--- src/design/pfx_pkg.sv ---
// Package for the postfix expression evaluator: sizes, character codes,
// status and operation codes, state encoding and the request/result structs.
// No dependencies.
package pfx_pkg;

    localparam int STACK_DEPTH = 16;
    localparam int FRAC_BITS   = 16;

    localparam int DATA_W    = 32;
    localparam int PROD_W    = 2 * DATA_W;
    localparam int INT_W     = DATA_W - FRAC_BITS;
    localparam int EXP_W     = 5;
    localparam int DIV_W     = DATA_W + FRAC_BITS;
    localparam int DIV_CNT_W = $clog2(DIV_W + 1);
    localparam int CNT_W     = $clog2(STACK_DEPTH + 1);
    localparam int IDX_W     = (STACK_DEPTH > 1) ? $clog2(STACK_DEPTH) : 1;

    localparam logic [DATA_W-1:0] FX_ONE   = DATA_W'(1) << FRAC_BITS;
    localparam logic [DATA_W-1:0] DATA_MAX = {1'b0, {(DATA_W-1){1'b1}}};
    localparam logic [DATA_W-1:0] DATA_MIN = {1'b1, {(DATA_W-1){1'b0}}};

    localparam logic [7:0] SYM_ZERO = 8'h30;
    localparam logic [7:0] SYM_NINE = 8'h39;
    localparam logic [7:0] SYM_ADD  = 8'h2B;
    localparam logic [7:0] SYM_SUB  = 8'h2D;
    localparam logic [7:0] SYM_MUL  = 8'h2A;
    localparam logic [7:0] SYM_DIV  = 8'h2F;
    localparam logic [7:0] SYM_POW  = 8'h5E;

    typedef enum logic [2:0] {
        ST_OK     = 3'd0,
        ST_UNDER  = 3'd1,
        ST_FULL   = 3'd2,
        ST_DIV0   = 3'd3,
        ST_BADEXP = 3'd4,
        ST_SAT    = 3'd5
    } pfx_status_t;

    typedef enum logic [2:0] {
        OP_ADD,
        OP_SUB,
        OP_MUL,
        OP_DIV,
        OP_POW
    } pfx_op_t;

    typedef enum logic [3:0] {
        S_IDLE,
        S_LDB,
        S_EXEC,
        S_MUL,
        S_CLAMP,
        S_DIV,
        S_DFIX,
        S_PUSH,
        S_TOP,
        S_OUT
    } pfx_state_t;

    typedef struct packed {
        logic [7:0] symbol;
        logic       is_last;
    } pfx_in_t;

    typedef struct packed {
        logic signed [DATA_W-1:0] value;
        pfx_status_t              status;
    } pfx_out_t;

    typedef struct packed {
        logic              sat;
        logic [DATA_W-1:0] val;
    } pfx_sat_t;

    // Clamp a sum that carries one guard bit.
    function automatic pfx_sat_t clamp_sum(input logic [DATA_W:0] s);
        pfx_sat_t r;
        r.sat = (s[DATA_W] != s[DATA_W-1]);
        r.val = r.sat ? (s[DATA_W] ? DATA_MIN : DATA_MAX) : s[DATA_W-1:0];
        return r;
    endfunction

    // Floor-shift a full product by FRAC_BITS, then clamp.
    function automatic pfx_sat_t clamp_prod(input logic [PROD_W-1:0] p);
        logic [PROD_W-1:0] sh;
        pfx_sat_t          r;
        sh    = PROD_W'($signed(p) >>> FRAC_BITS);
        r.sat = !((&sh[PROD_W-1:DATA_W-1]) || !(|sh[PROD_W-1:DATA_W-1]));
        r.val = r.sat ? (sh[PROD_W-1] ? DATA_MIN : DATA_MAX) : sh[DATA_W-1:0];
        return r;
    endfunction

endpackage

--- src/design/postfix_expression_evaluator_unit.sv ---
// Postfix expression evaluator: operand stack, sequencer, shared multiplier
// and bit-serial divider. Depends on pfx_pkg.
//
// Usage:
//  - Request channel (s_valid/s_ready/s_payload): one character per request.
//    Digits push d * 2^FRAC_BITS; + - * / ^ pop A (top) and B, push B op A;
//    other characters are ignored. is_last closes the expression.
//  - Result channel (m_valid/m_ready/m_payload): one result per expression,
//    issued after the request marked is_last: the top value (Q16.16) and a
//    status; value is zero for statuses underflow..bad exponent.
//  - States per request, from acceptance until s_ready returns:
//      ignored char or digit: S_IDLE only;  + and -: S_LDB, S_EXEC, S_PUSH;
//      ^ with exponent e: S_LDB, S_EXEC, e steps of the registered 32x32
//        multiplier (S_MUL) and its clamp (S_CLAMP), S_PUSH;  *: as ^ with e=1;
//      /: S_LDB, S_EXEC, S_DIV (the restoring divider retires one quotient bit
//        per cycle), S_DFIX, S_PUSH.
//    A last request adds a stack read (S_TOP), then the result register (S_OUT).
//  - The result register holds a finished result while the next expression
//    is already being accepted; only the next result waits for m_ready.
//  - Reset (aresetn low, synchronous) empties the stack, clears the sticky
//    error and drops m_valid. Stack contents are not cleared.
//  - The first error of an expression is sticky until its result is issued.
module postfix_expression_evaluator_unit (
    input  logic              aclk,
    input  logic              aresetn,
    input  logic              s_valid,
    output logic              s_ready,
    input  pfx_pkg::pfx_in_t  s_payload,
    output logic              m_valid,
    input  logic              m_ready,
    output pfx_pkg::pfx_out_t m_payload
);
    import pfx_pkg::*;

    // Control state
    pfx_state_t        state_reg, state_next;
    logic [CNT_W-1:0]  cnt_reg, cnt_next;
    pfx_status_t       err_reg, err_next;
    logic              m_valid_reg, m_valid_next;

    // Working registers
    logic              last_reg, last_next;
    pfx_op_t           op_reg, op_next;
    logic [DATA_W-1:0] a_reg, a_next;
    logic [DATA_W-1:0] res_reg, res_next;
    logic              sat_reg, sat_next;
    logic [PROD_W-1:0] prod_reg, prod_next;
    logic [EXP_W-1:0]  iter_reg, iter_next;
    logic [DIV_W-1:0]  quo_reg, quo_next;
    logic [DATA_W-1:0] rem_reg, rem_next;
    logic [DATA_W-1:0] dvs_reg, dvs_next;
    logic [DIV_CNT_W-1:0] bit_reg, bit_next;
    logic              neg_reg, neg_next;
    pfx_out_t          m_payload_reg, m_payload_next;

    // Operand stack: one write port, one registered read port.
    // rd_data_reg holds B once an operator has loaded it.
    logic [DATA_W-1:0] stk_mem [STACK_DEPTH];
    logic [DATA_W-1:0] rd_data_reg;
    logic              wr_en, rd_en;
    logic [IDX_W-1:0]  wr_addr, rd_addr;
    logic [DATA_W-1:0] wr_data;

    // Decode of the incoming character
    logic              sym_digit, sym_op;
    pfx_op_t           sym_code;
    logic [7:0]        sym_off;
    logic [DATA_W-1:0] dig_val;

    // Datapath helpers
    logic [CNT_W-1:0]  cnt_m1, cnt_m2;
    logic [DATA_W:0]   addend, sum;
    pfx_sat_t          sum_clamp, prod_clamp;
    logic [INT_W-1:0]  pow_int;
    logic              exp_ok;
    logic [EXP_W-1:0]  exp_val;
    logic [DATA_W-1:0] mag_a, mag_b;
    logic [DATA_W:0]   rem_sh, rem_diff;
    logic              q_bit;
    logic [DIV_W-DATA_W:0] q_hi;
    logic              q_fit_pos, q_fit_neg;
    pfx_state_t        done_st;
    pfx_status_t       out_st;

    assign s_ready   = (state_reg == S_IDLE);
    assign m_valid   = m_valid_reg;
    assign m_payload = m_payload_reg;

    assign cnt_m1 = cnt_reg - CNT_W'(1);
    assign cnt_m2 = cnt_reg - CNT_W'(2);

    always_comb begin
        sym_digit = (s_payload.symbol inside {[SYM_ZERO:SYM_NINE]});
        sym_op    = 1'b1;
        sym_code  = OP_ADD;
        case (s_payload.symbol)
            SYM_ADD: sym_code = OP_ADD;
            SYM_SUB: sym_code = OP_SUB;
            SYM_MUL: sym_code = OP_MUL;
            SYM_DIV: sym_code = OP_DIV;
            SYM_POW: sym_code = OP_POW;
            default: sym_op   = 1'b0;
        endcase
        sym_off = s_payload.symbol - SYM_ZERO;
        dig_val = {{(DATA_W-4){1'b0}}, sym_off[3:0]} << FRAC_BITS;
    end

    // Add/subtract share one adder; B sits in rd_data_reg, A in a_reg.
    assign addend    = (op_reg == OP_SUB) ? -{a_reg[DATA_W-1], a_reg}
                                          : {a_reg[DATA_W-1], a_reg};
    assign sum       = {rd_data_reg[DATA_W-1], rd_data_reg} + addend;
    assign sum_clamp = clamp_sum(sum);
    assign prod_clamp = clamp_prod(prod_reg);

    // Exponent: A truncated toward zero must land in 0..31.
    // A negative A above -1.0 truncates to zero and is legal.
    assign pow_int = a_reg[DATA_W-1:FRAC_BITS];
    assign exp_ok  = a_reg[DATA_W-1] ? ((&pow_int) && (|a_reg[FRAC_BITS-1:0]))
                                     : (pow_int[INT_W-1:EXP_W] == '0);
    assign exp_val = a_reg[DATA_W-1] ? '0 : pow_int[EXP_W-1:0];

    assign mag_a = a_reg[DATA_W-1] ? -a_reg : a_reg;
    assign mag_b = rd_data_reg[DATA_W-1] ? -rd_data_reg : rd_data_reg;

    // Restoring divider step
    assign rem_sh   = {rem_reg, quo_reg[DIV_W-1]};
    assign rem_diff = rem_sh - {1'b0, dvs_reg};
    assign q_bit    = !rem_diff[DATA_W];

    // Quotient range check: positive up to 2^31-1, negative down to -2^31
    assign q_hi      = quo_reg[DIV_W-1:DATA_W-1];
    assign q_fit_pos = (q_hi == '0);
    assign q_fit_neg = q_fit_pos
                    || ((q_hi == (DIV_W-DATA_W+1)'(1)) && (quo_reg[DATA_W-2:0] == '0));

    assign done_st = last_reg ? S_TOP : S_IDLE;

    always_comb begin
        state_next     = state_reg;
        cnt_next       = cnt_reg;
        err_next       = err_reg;
        m_valid_next   = m_valid_reg;
        last_next      = last_reg;
        op_next        = op_reg;
        a_next         = a_reg;
        res_next       = res_reg;
        sat_next       = sat_reg;
        prod_next      = prod_reg;
        iter_next      = iter_reg;
        quo_next       = quo_reg;
        rem_next       = rem_reg;
        dvs_next       = dvs_reg;
        bit_next       = bit_reg;
        neg_next       = neg_reg;
        m_payload_next = m_payload_reg;
        wr_en          = 1'b0;
        wr_addr        = cnt_reg[IDX_W-1:0];
        wr_data        = dig_val;
        rd_en          = 1'b0;
        rd_addr        = cnt_m1[IDX_W-1:0];
        out_st         = err_reg;

        if (m_ready) begin
            m_valid_next = 1'b0;
        end

        case (state_reg)
            S_IDLE: begin
                if (s_valid) begin
                    last_next  = s_payload.is_last;
                    op_next    = sym_code;
                    state_next = s_payload.is_last ? S_TOP : S_IDLE;
                    if (err_reg == ST_OK) begin
                        if (sym_digit) begin
                            if (cnt_reg == CNT_W'(STACK_DEPTH)) begin
                                err_next = ST_FULL;
                            end else begin
                                wr_en    = 1'b1;
                                cnt_next = cnt_reg + CNT_W'(1);
                            end
                        end else if (sym_op) begin
                            if (cnt_reg < CNT_W'(2)) begin
                                err_next = ST_UNDER;
                            end else begin
                                rd_en      = 1'b1;   // fetch A
                                state_next = S_LDB;
                            end
                        end
                    end
                end
            end
            S_LDB: begin
                a_next     = rd_data_reg;
                rd_en      = 1'b1;                   // fetch B
                rd_addr    = cnt_m2[IDX_W-1:0];
                state_next = S_EXEC;
            end
            S_EXEC: begin
                case (op_reg)
                    OP_ADD, OP_SUB: begin
                        res_next   = sum_clamp.val;
                        sat_next   = sum_clamp.sat;
                        state_next = S_PUSH;
                    end
                    OP_MUL: begin
                        // one pass through the power loop: A * B
                        res_next   = a_reg;
                        iter_next  = EXP_W'(1);
                        sat_next   = 1'b0;
                        state_next = S_MUL;
                    end
                    OP_DIV: begin
                        if (a_reg == '0) begin
                            err_next   = ST_DIV0;
                            state_next = done_st;
                        end else begin
                            quo_next   = {mag_b, {FRAC_BITS{1'b0}}};
                            rem_next   = '0;
                            dvs_next   = mag_a;
                            bit_next   = DIV_CNT_W'(DIV_W);
                            neg_next   = a_reg[DATA_W-1] ^ rd_data_reg[DATA_W-1];
                            sat_next   = 1'b0;
                            state_next = S_DIV;
                        end
                    end
                    OP_POW: begin
                        if (!exp_ok) begin
                            err_next   = ST_BADEXP;
                            state_next = done_st;
                        end else begin
                            res_next   = FX_ONE;
                            iter_next  = exp_val;
                            sat_next   = 1'b0;
                            state_next = (exp_val == '0) ? S_PUSH : S_MUL;
                        end
                    end
                    default: state_next = done_st;
                endcase
            end
            S_MUL: begin
                prod_next  = $signed(res_reg) * $signed(rd_data_reg);
                state_next = S_CLAMP;
            end
            S_CLAMP: begin
                res_next   = prod_clamp.val;
                sat_next   = sat_reg | prod_clamp.sat;
                iter_next  = iter_reg - EXP_W'(1);
                state_next = (iter_reg == EXP_W'(1)) ? S_PUSH : S_MUL;
            end
            S_DIV: begin
                rem_next   = q_bit ? rem_diff[DATA_W-1:0] : rem_sh[DATA_W-1:0];
                quo_next   = {quo_reg[DIV_W-2:0], q_bit};
                bit_next   = bit_reg - DIV_CNT_W'(1);
                state_next = (bit_reg == DIV_CNT_W'(1)) ? S_DFIX : S_DIV;
            end
            S_DFIX: begin
                if (neg_reg) begin
                    sat_next = !q_fit_neg;
                    res_next = q_fit_neg ? -quo_reg[DATA_W-1:0] : DATA_MIN;
                end else begin
                    sat_next = !q_fit_pos;
                    res_next = q_fit_pos ? quo_reg[DATA_W-1:0] : DATA_MAX;
                end
                state_next = S_PUSH;
            end
            S_PUSH: begin
                // pop two, push one
                wr_en    = 1'b1;
                wr_addr  = cnt_m2[IDX_W-1:0];
                wr_data  = res_reg;
                cnt_next = cnt_m1;
                if (sat_reg) begin
                    err_next = ST_SAT;
                end
                state_next = done_st;
            end
            S_TOP: begin
                rd_en      = 1'b1;                   // fetch the top for the result
                state_next = S_OUT;
            end
            S_OUT: begin
                if ((err_reg == ST_OK || err_reg == ST_SAT) && cnt_reg == '0) begin
                    out_st = ST_UNDER;
                end
                if (!m_valid_reg || m_ready) begin
                    m_payload_next.status = out_st;
                    m_payload_next.value  = (out_st == ST_OK || out_st == ST_SAT)
                                          ? rd_data_reg : '0;
                    m_valid_next          = 1'b1;
                    cnt_next              = '0;
                    err_next              = ST_OK;
                    state_next            = S_IDLE;
                end
            end
            default: state_next = S_IDLE;
        endcase
    end

    always_ff @(posedge aclk) begin
        if (!aresetn) begin
            state_reg   <= S_IDLE;
            cnt_reg     <= '0;
            err_reg     <= ST_OK;
            m_valid_reg <= 1'b0;
        end else begin
            state_reg   <= state_next;
            cnt_reg     <= cnt_next;
            err_reg     <= err_next;
            m_valid_reg <= m_valid_next;
        end
    end

    always_ff @(posedge aclk) begin
        last_reg      <= last_next;
        op_reg        <= op_next;
        a_reg         <= a_next;
        res_reg       <= res_next;
        sat_reg       <= sat_next;
        prod_reg      <= prod_next;
        iter_reg      <= iter_next;
        quo_reg       <= quo_next;
        rem_reg       <= rem_next;
        dvs_reg       <= dvs_next;
        bit_reg       <= bit_next;
        neg_reg       <= neg_next;
        m_payload_reg <= m_payload_next;
    end

    always_ff @(posedge aclk) begin
        if (wr_en) begin
            stk_mem[wr_addr] <= wr_data;
        end
        if (rd_en) begin
            rd_data_reg <= stk_mem[rd_addr];
        end
    end

endmodule

--- config.mk ---
export PLATFORM = sky130hd
export DESIGN_NAME = postfix_expression_evaluator_unit
export DESIGN_NICKNAME = d
export VERILOG_FILES = /design/src/design/pfx_pkg.sv /design/src/design/postfix_expression_evaluator_unit.sv
export SDC_FILE = /design/constraint.sdc
export NUM_CORES = 2
export LEC_CHECK = 0
export BUFFER_PORTS_ARGS = -buffer_cell sky130_fd_sc_hd__buf_2
export CAP_MARGIN = 20
export CORE_ASPECT_RATIO = 0.6
export CORE_MARGIN = 10
export CORE_UTILIZATION = 36
export CTS_BUF_LIST = sky130_fd_sc_hd__clkbuf_4 sky130_fd_sc_hd__clkbuf_8 sky130_fd_sc_hd__clkbuf_16
export DETAILED_ROUTE_END_ITERATION = 10
export SYNTH_ARGS = -nofsm -noshare
export SYNTH_HDL_FRONTEND = slang
export SYNTH_SLANG_ARGS = --single-unit
--- constraint.sdc ---
create_clock -name aclk -period 9.1 [get_ports aclk]
set_input_delay 0.455 -clock aclk [delete_from_list [all_inputs] [get_ports aclk]]
set_output_delay 0.455 -clock aclk [all_outputs]
set_load 0.02 [all_outputs]
==> flow_metrics.py <==
metrics = {
    "drt": {
        "drt_pass1_iterations": 6,
        "wirelength_mm": 226.6,
        "route.detailed.drc": 0,
        "viasPerCell": 5.345,
        "drtIter0Drc": 5996,
        "wl_per_cell_um": 23.87,
        "detail-route-antenna-nets": 0,
        "vias": 50730,
    },
    "yosys": {
        "ys.flop_type": "edfxtp_1",
        "synth_top_cell_area_share_pct": 32.87,
        "avgSynthCellArea_um2": 11.28,
        "synth.most_common_cell": "fa_1",
        "syn_nets": 7997,
        "synth.distinct_cells": 92,
        "ys_seq_area_share_pct": 33.21,
        "ys_warn_count": 0,
        "ys_seq_elements": 833,
        "synth-edff-count": 820,
        "yosys.area.top_type": "edfxtp_1",
        "syn-cell-area_mm2": 0.07492,
        "synthArstFlopShare_pct": 0,
        "synthTopCellsByArea": "edfxtp_1, fa_1, inv_1, and2_1, ha_1",
        "syn_inst": 6644,
        "yosys-top-cells-count": "fa_1, inv_1, edfxtp_1",
    },
    "run": {
        "drv_cap": 0,
    },
    "timing": {
        "hold_viol": 0,
        "setup_viol": 0,
        "fmax_ghz": 0.1110,
        "period_share_pct": 99.01,
        "clock_skew_ns": 0.07432,
        "min_period_ns": 9.010,
        "tightestPinTransition_ns": 1.069,
        "slew_headroom_pct": 28.74,
        "setup_tns_ns": 0,
        "slew_viol_final": 0,
    },
    "clock_network": {
        "clock_sinks": 833,
        "cts_tree": "done",
        "clk_latency_ns": 0.73,
        "h-tree-depth": 3,
        "cts_made_buffers": 83,
        "clk_pin_slew_ns": 0.07,
        "cts-root-buf": "clkbuf_16",
        "clockBufferDepth": 3,
    },
    "critical_path": {
        "worst-path-max-fanout": 15,
        "cp.required_ns": 9.53,
        "setup.worst_path.end": "prod_reg[55]",
        "start_kind": "flop",
        "startpoint": "res_reg[15]",
        "worstRegToRegCells": 25,
        "path_class": "reg2reg",
        "r2r-end": "prod_reg[55]",
        "worstPathArrival_ns": 9.44,
        "r2r-start": "res_reg[15]",
        "end_kind": "flop",
        "reg2reg_slack_ns": 0.09,
    },
    "grt": {
        "grt_pass1_wl_mm": 340.6,
        "globalRouteTotalUtil_pct": 19.60,
        "grt_max_degree": 129,
        "antenna_found_initial": 7,
        "grt_overflow_total": 0,
        "grt_pass1_vias": 50540,
    },
    "floorplan": {
        "initial_core_util_pct": 36.26,
        "fp.dieW_um": 608.9,
        "num_rows": 129,
        "core_area_mm2": 0.2066,
        "die_height_um": 373.4,
        "num_io_pins": 50,
        "die_area_mm2": 0.2274,
    },
    "finish": {
        "drive_gt1_share_pct": 10.31,
        "seq_area_mm2": 0.02488,
        "num-nets-final": 8028,
        "largest_reg_flops": 512,
        "area_delta_synth_final_pct": 10.35,
        "fillCellCount": 19570,
        "multi_input_area_mm2": 0.04469,
    },
    "placement": {
        "hpwl_mm": 170.8,
        "io_buffers": 49,
        "gp_congestion": 0.9391,
    },
    "min_path": {
        "min_path_type": "in2reg",
    },
    "status": {
        "status": "complete, no violations",
    },
}
routing by layer:
metal | up-vias | wire length, µm | global-route usage, %
li1 | 21770 | - | -
met1 | 26190 | 106600 | 31.36
met2 | 2553 | 86650 | 25.08
met3 | 218 | 29100 | 6.822
met4 | 4 | 4183 | 3.426
met5 | - | 27 | 0
worst max-delay path: stages, from the launching register on:
cell and delay, ns:
edfxtp_1 0.61, buf_4 0.32, nand2_1 0.10, fa_1 0.47
fa_1 0.63, fa_1 0.60, fa_1 0.57, inv_1 0.05
fa_1 0.56, fa_1 0.43, fa_1 0.61, fa_1 0.46
ha_1 0.44, nand4_1 0.27, nor4_2 0.39, nand4_1 0.29
nor2_1 0.28, a21oi_1 0.09, buf_4 0.17, a31oi_1 0.19
buf_4 0.19, o311ai_1 0.09, buf_4 0.16, a21oi_1 0.31
nor2_1 0.11, o311a_1 0.30
how the worst min path moves through the flow:
stage,from,end,slack [ns],depth (start not counted)
after global routing,aresetn,cnt_reg[4],0.06,2
after detailed placement,err_reg[2],err_reg[2],0.52,2
final,aresetn,cnt_reg[4],0.08,2
after global placement,err_reg[2],err_reg[2],0.52,2
after CTS,aresetn,cnt_reg[4],0.04,2
after floorplan,rd_data_reg[10],a_reg[10],0.45,0
timing repair:
item | in CTS | in global routing
hold endpoints to repair | 1 | 0
setup buffers | 2 | 54
hold buffers | 1 | 0
resized for setup | 0 | 4
endpoints found under the setup margin | 1 | 14
stage by stage:
step / cell area, µm² / cells / setup WS (ns) / hold WS (ns) / utilization, %
after floorplan: 74920 / 6644 / 1.050 / 0.4550 / -
after global placement: 79110 / 9280 / 0.05101 / 0.5172 / 38.29
after detailed placement: 79140 / 9281 / 0.02770 / 0.5197 / 38.31
after CTS: 81960 / 9434 / 0.06802 / 0.03761 / 39.67
after global routing: 82680 / 9491 / -0.09676 / 0.05585 / 40.02
final: 82680 / 9492 / 0.09033 / 0.07777 / 40.02
layout make-up:
type	instances	area share, %
inverter	1073	4.871
multi-input combinational	4347	54.05
clock buffer	101	2.676
sequential	833	30.10
clock inverter	49	0.7082
antenna	1	0.003027
timing repair buffer	337	3.434
tap	2751	4.163
cell families (layout without fill, tap and decap cells):
kind of cell | after synthesis | in the layout | share of synthesized area [%]
AOI/OAI and AO/OA | 797 | 797 | 7.006
xor gates and xnor gates | 212 | 212 | 2.488
adders and majority gates | 1340 | 1340 | 33.23
buffers and inverters | 1464 | 1560 | 7.450
DFF | 833 | 833 | 33.21
muxes | 165 | 165 | 4.342
other | 0 | 1 | 0
and+or+nand+nor | 1833 | 1833 | 12.27
cells in the final DEF (no fill, tap or decap), drive strengths merged, types with 67 or more instances in the layout:
| master | n |
|---|---|
| o21ai | 155 |
| edfxtp | 820 |
| nor2 | 202 |
| fa | 1083 |
| xnor2 | 135 |
| ha | 257 |
| a21oi | 250 |
| and2 | 559 |
| buf | 335 |
| nand2 | 715 |
| clkbuf | 102 |
| mux4 | 128 |
| a21o | 67 |
| inv | 1079 |
| xor2 | 77 |
Power is not shown: default switching activity piles up to over one toggle a cycle in this logic, so the estimate is an artifact.
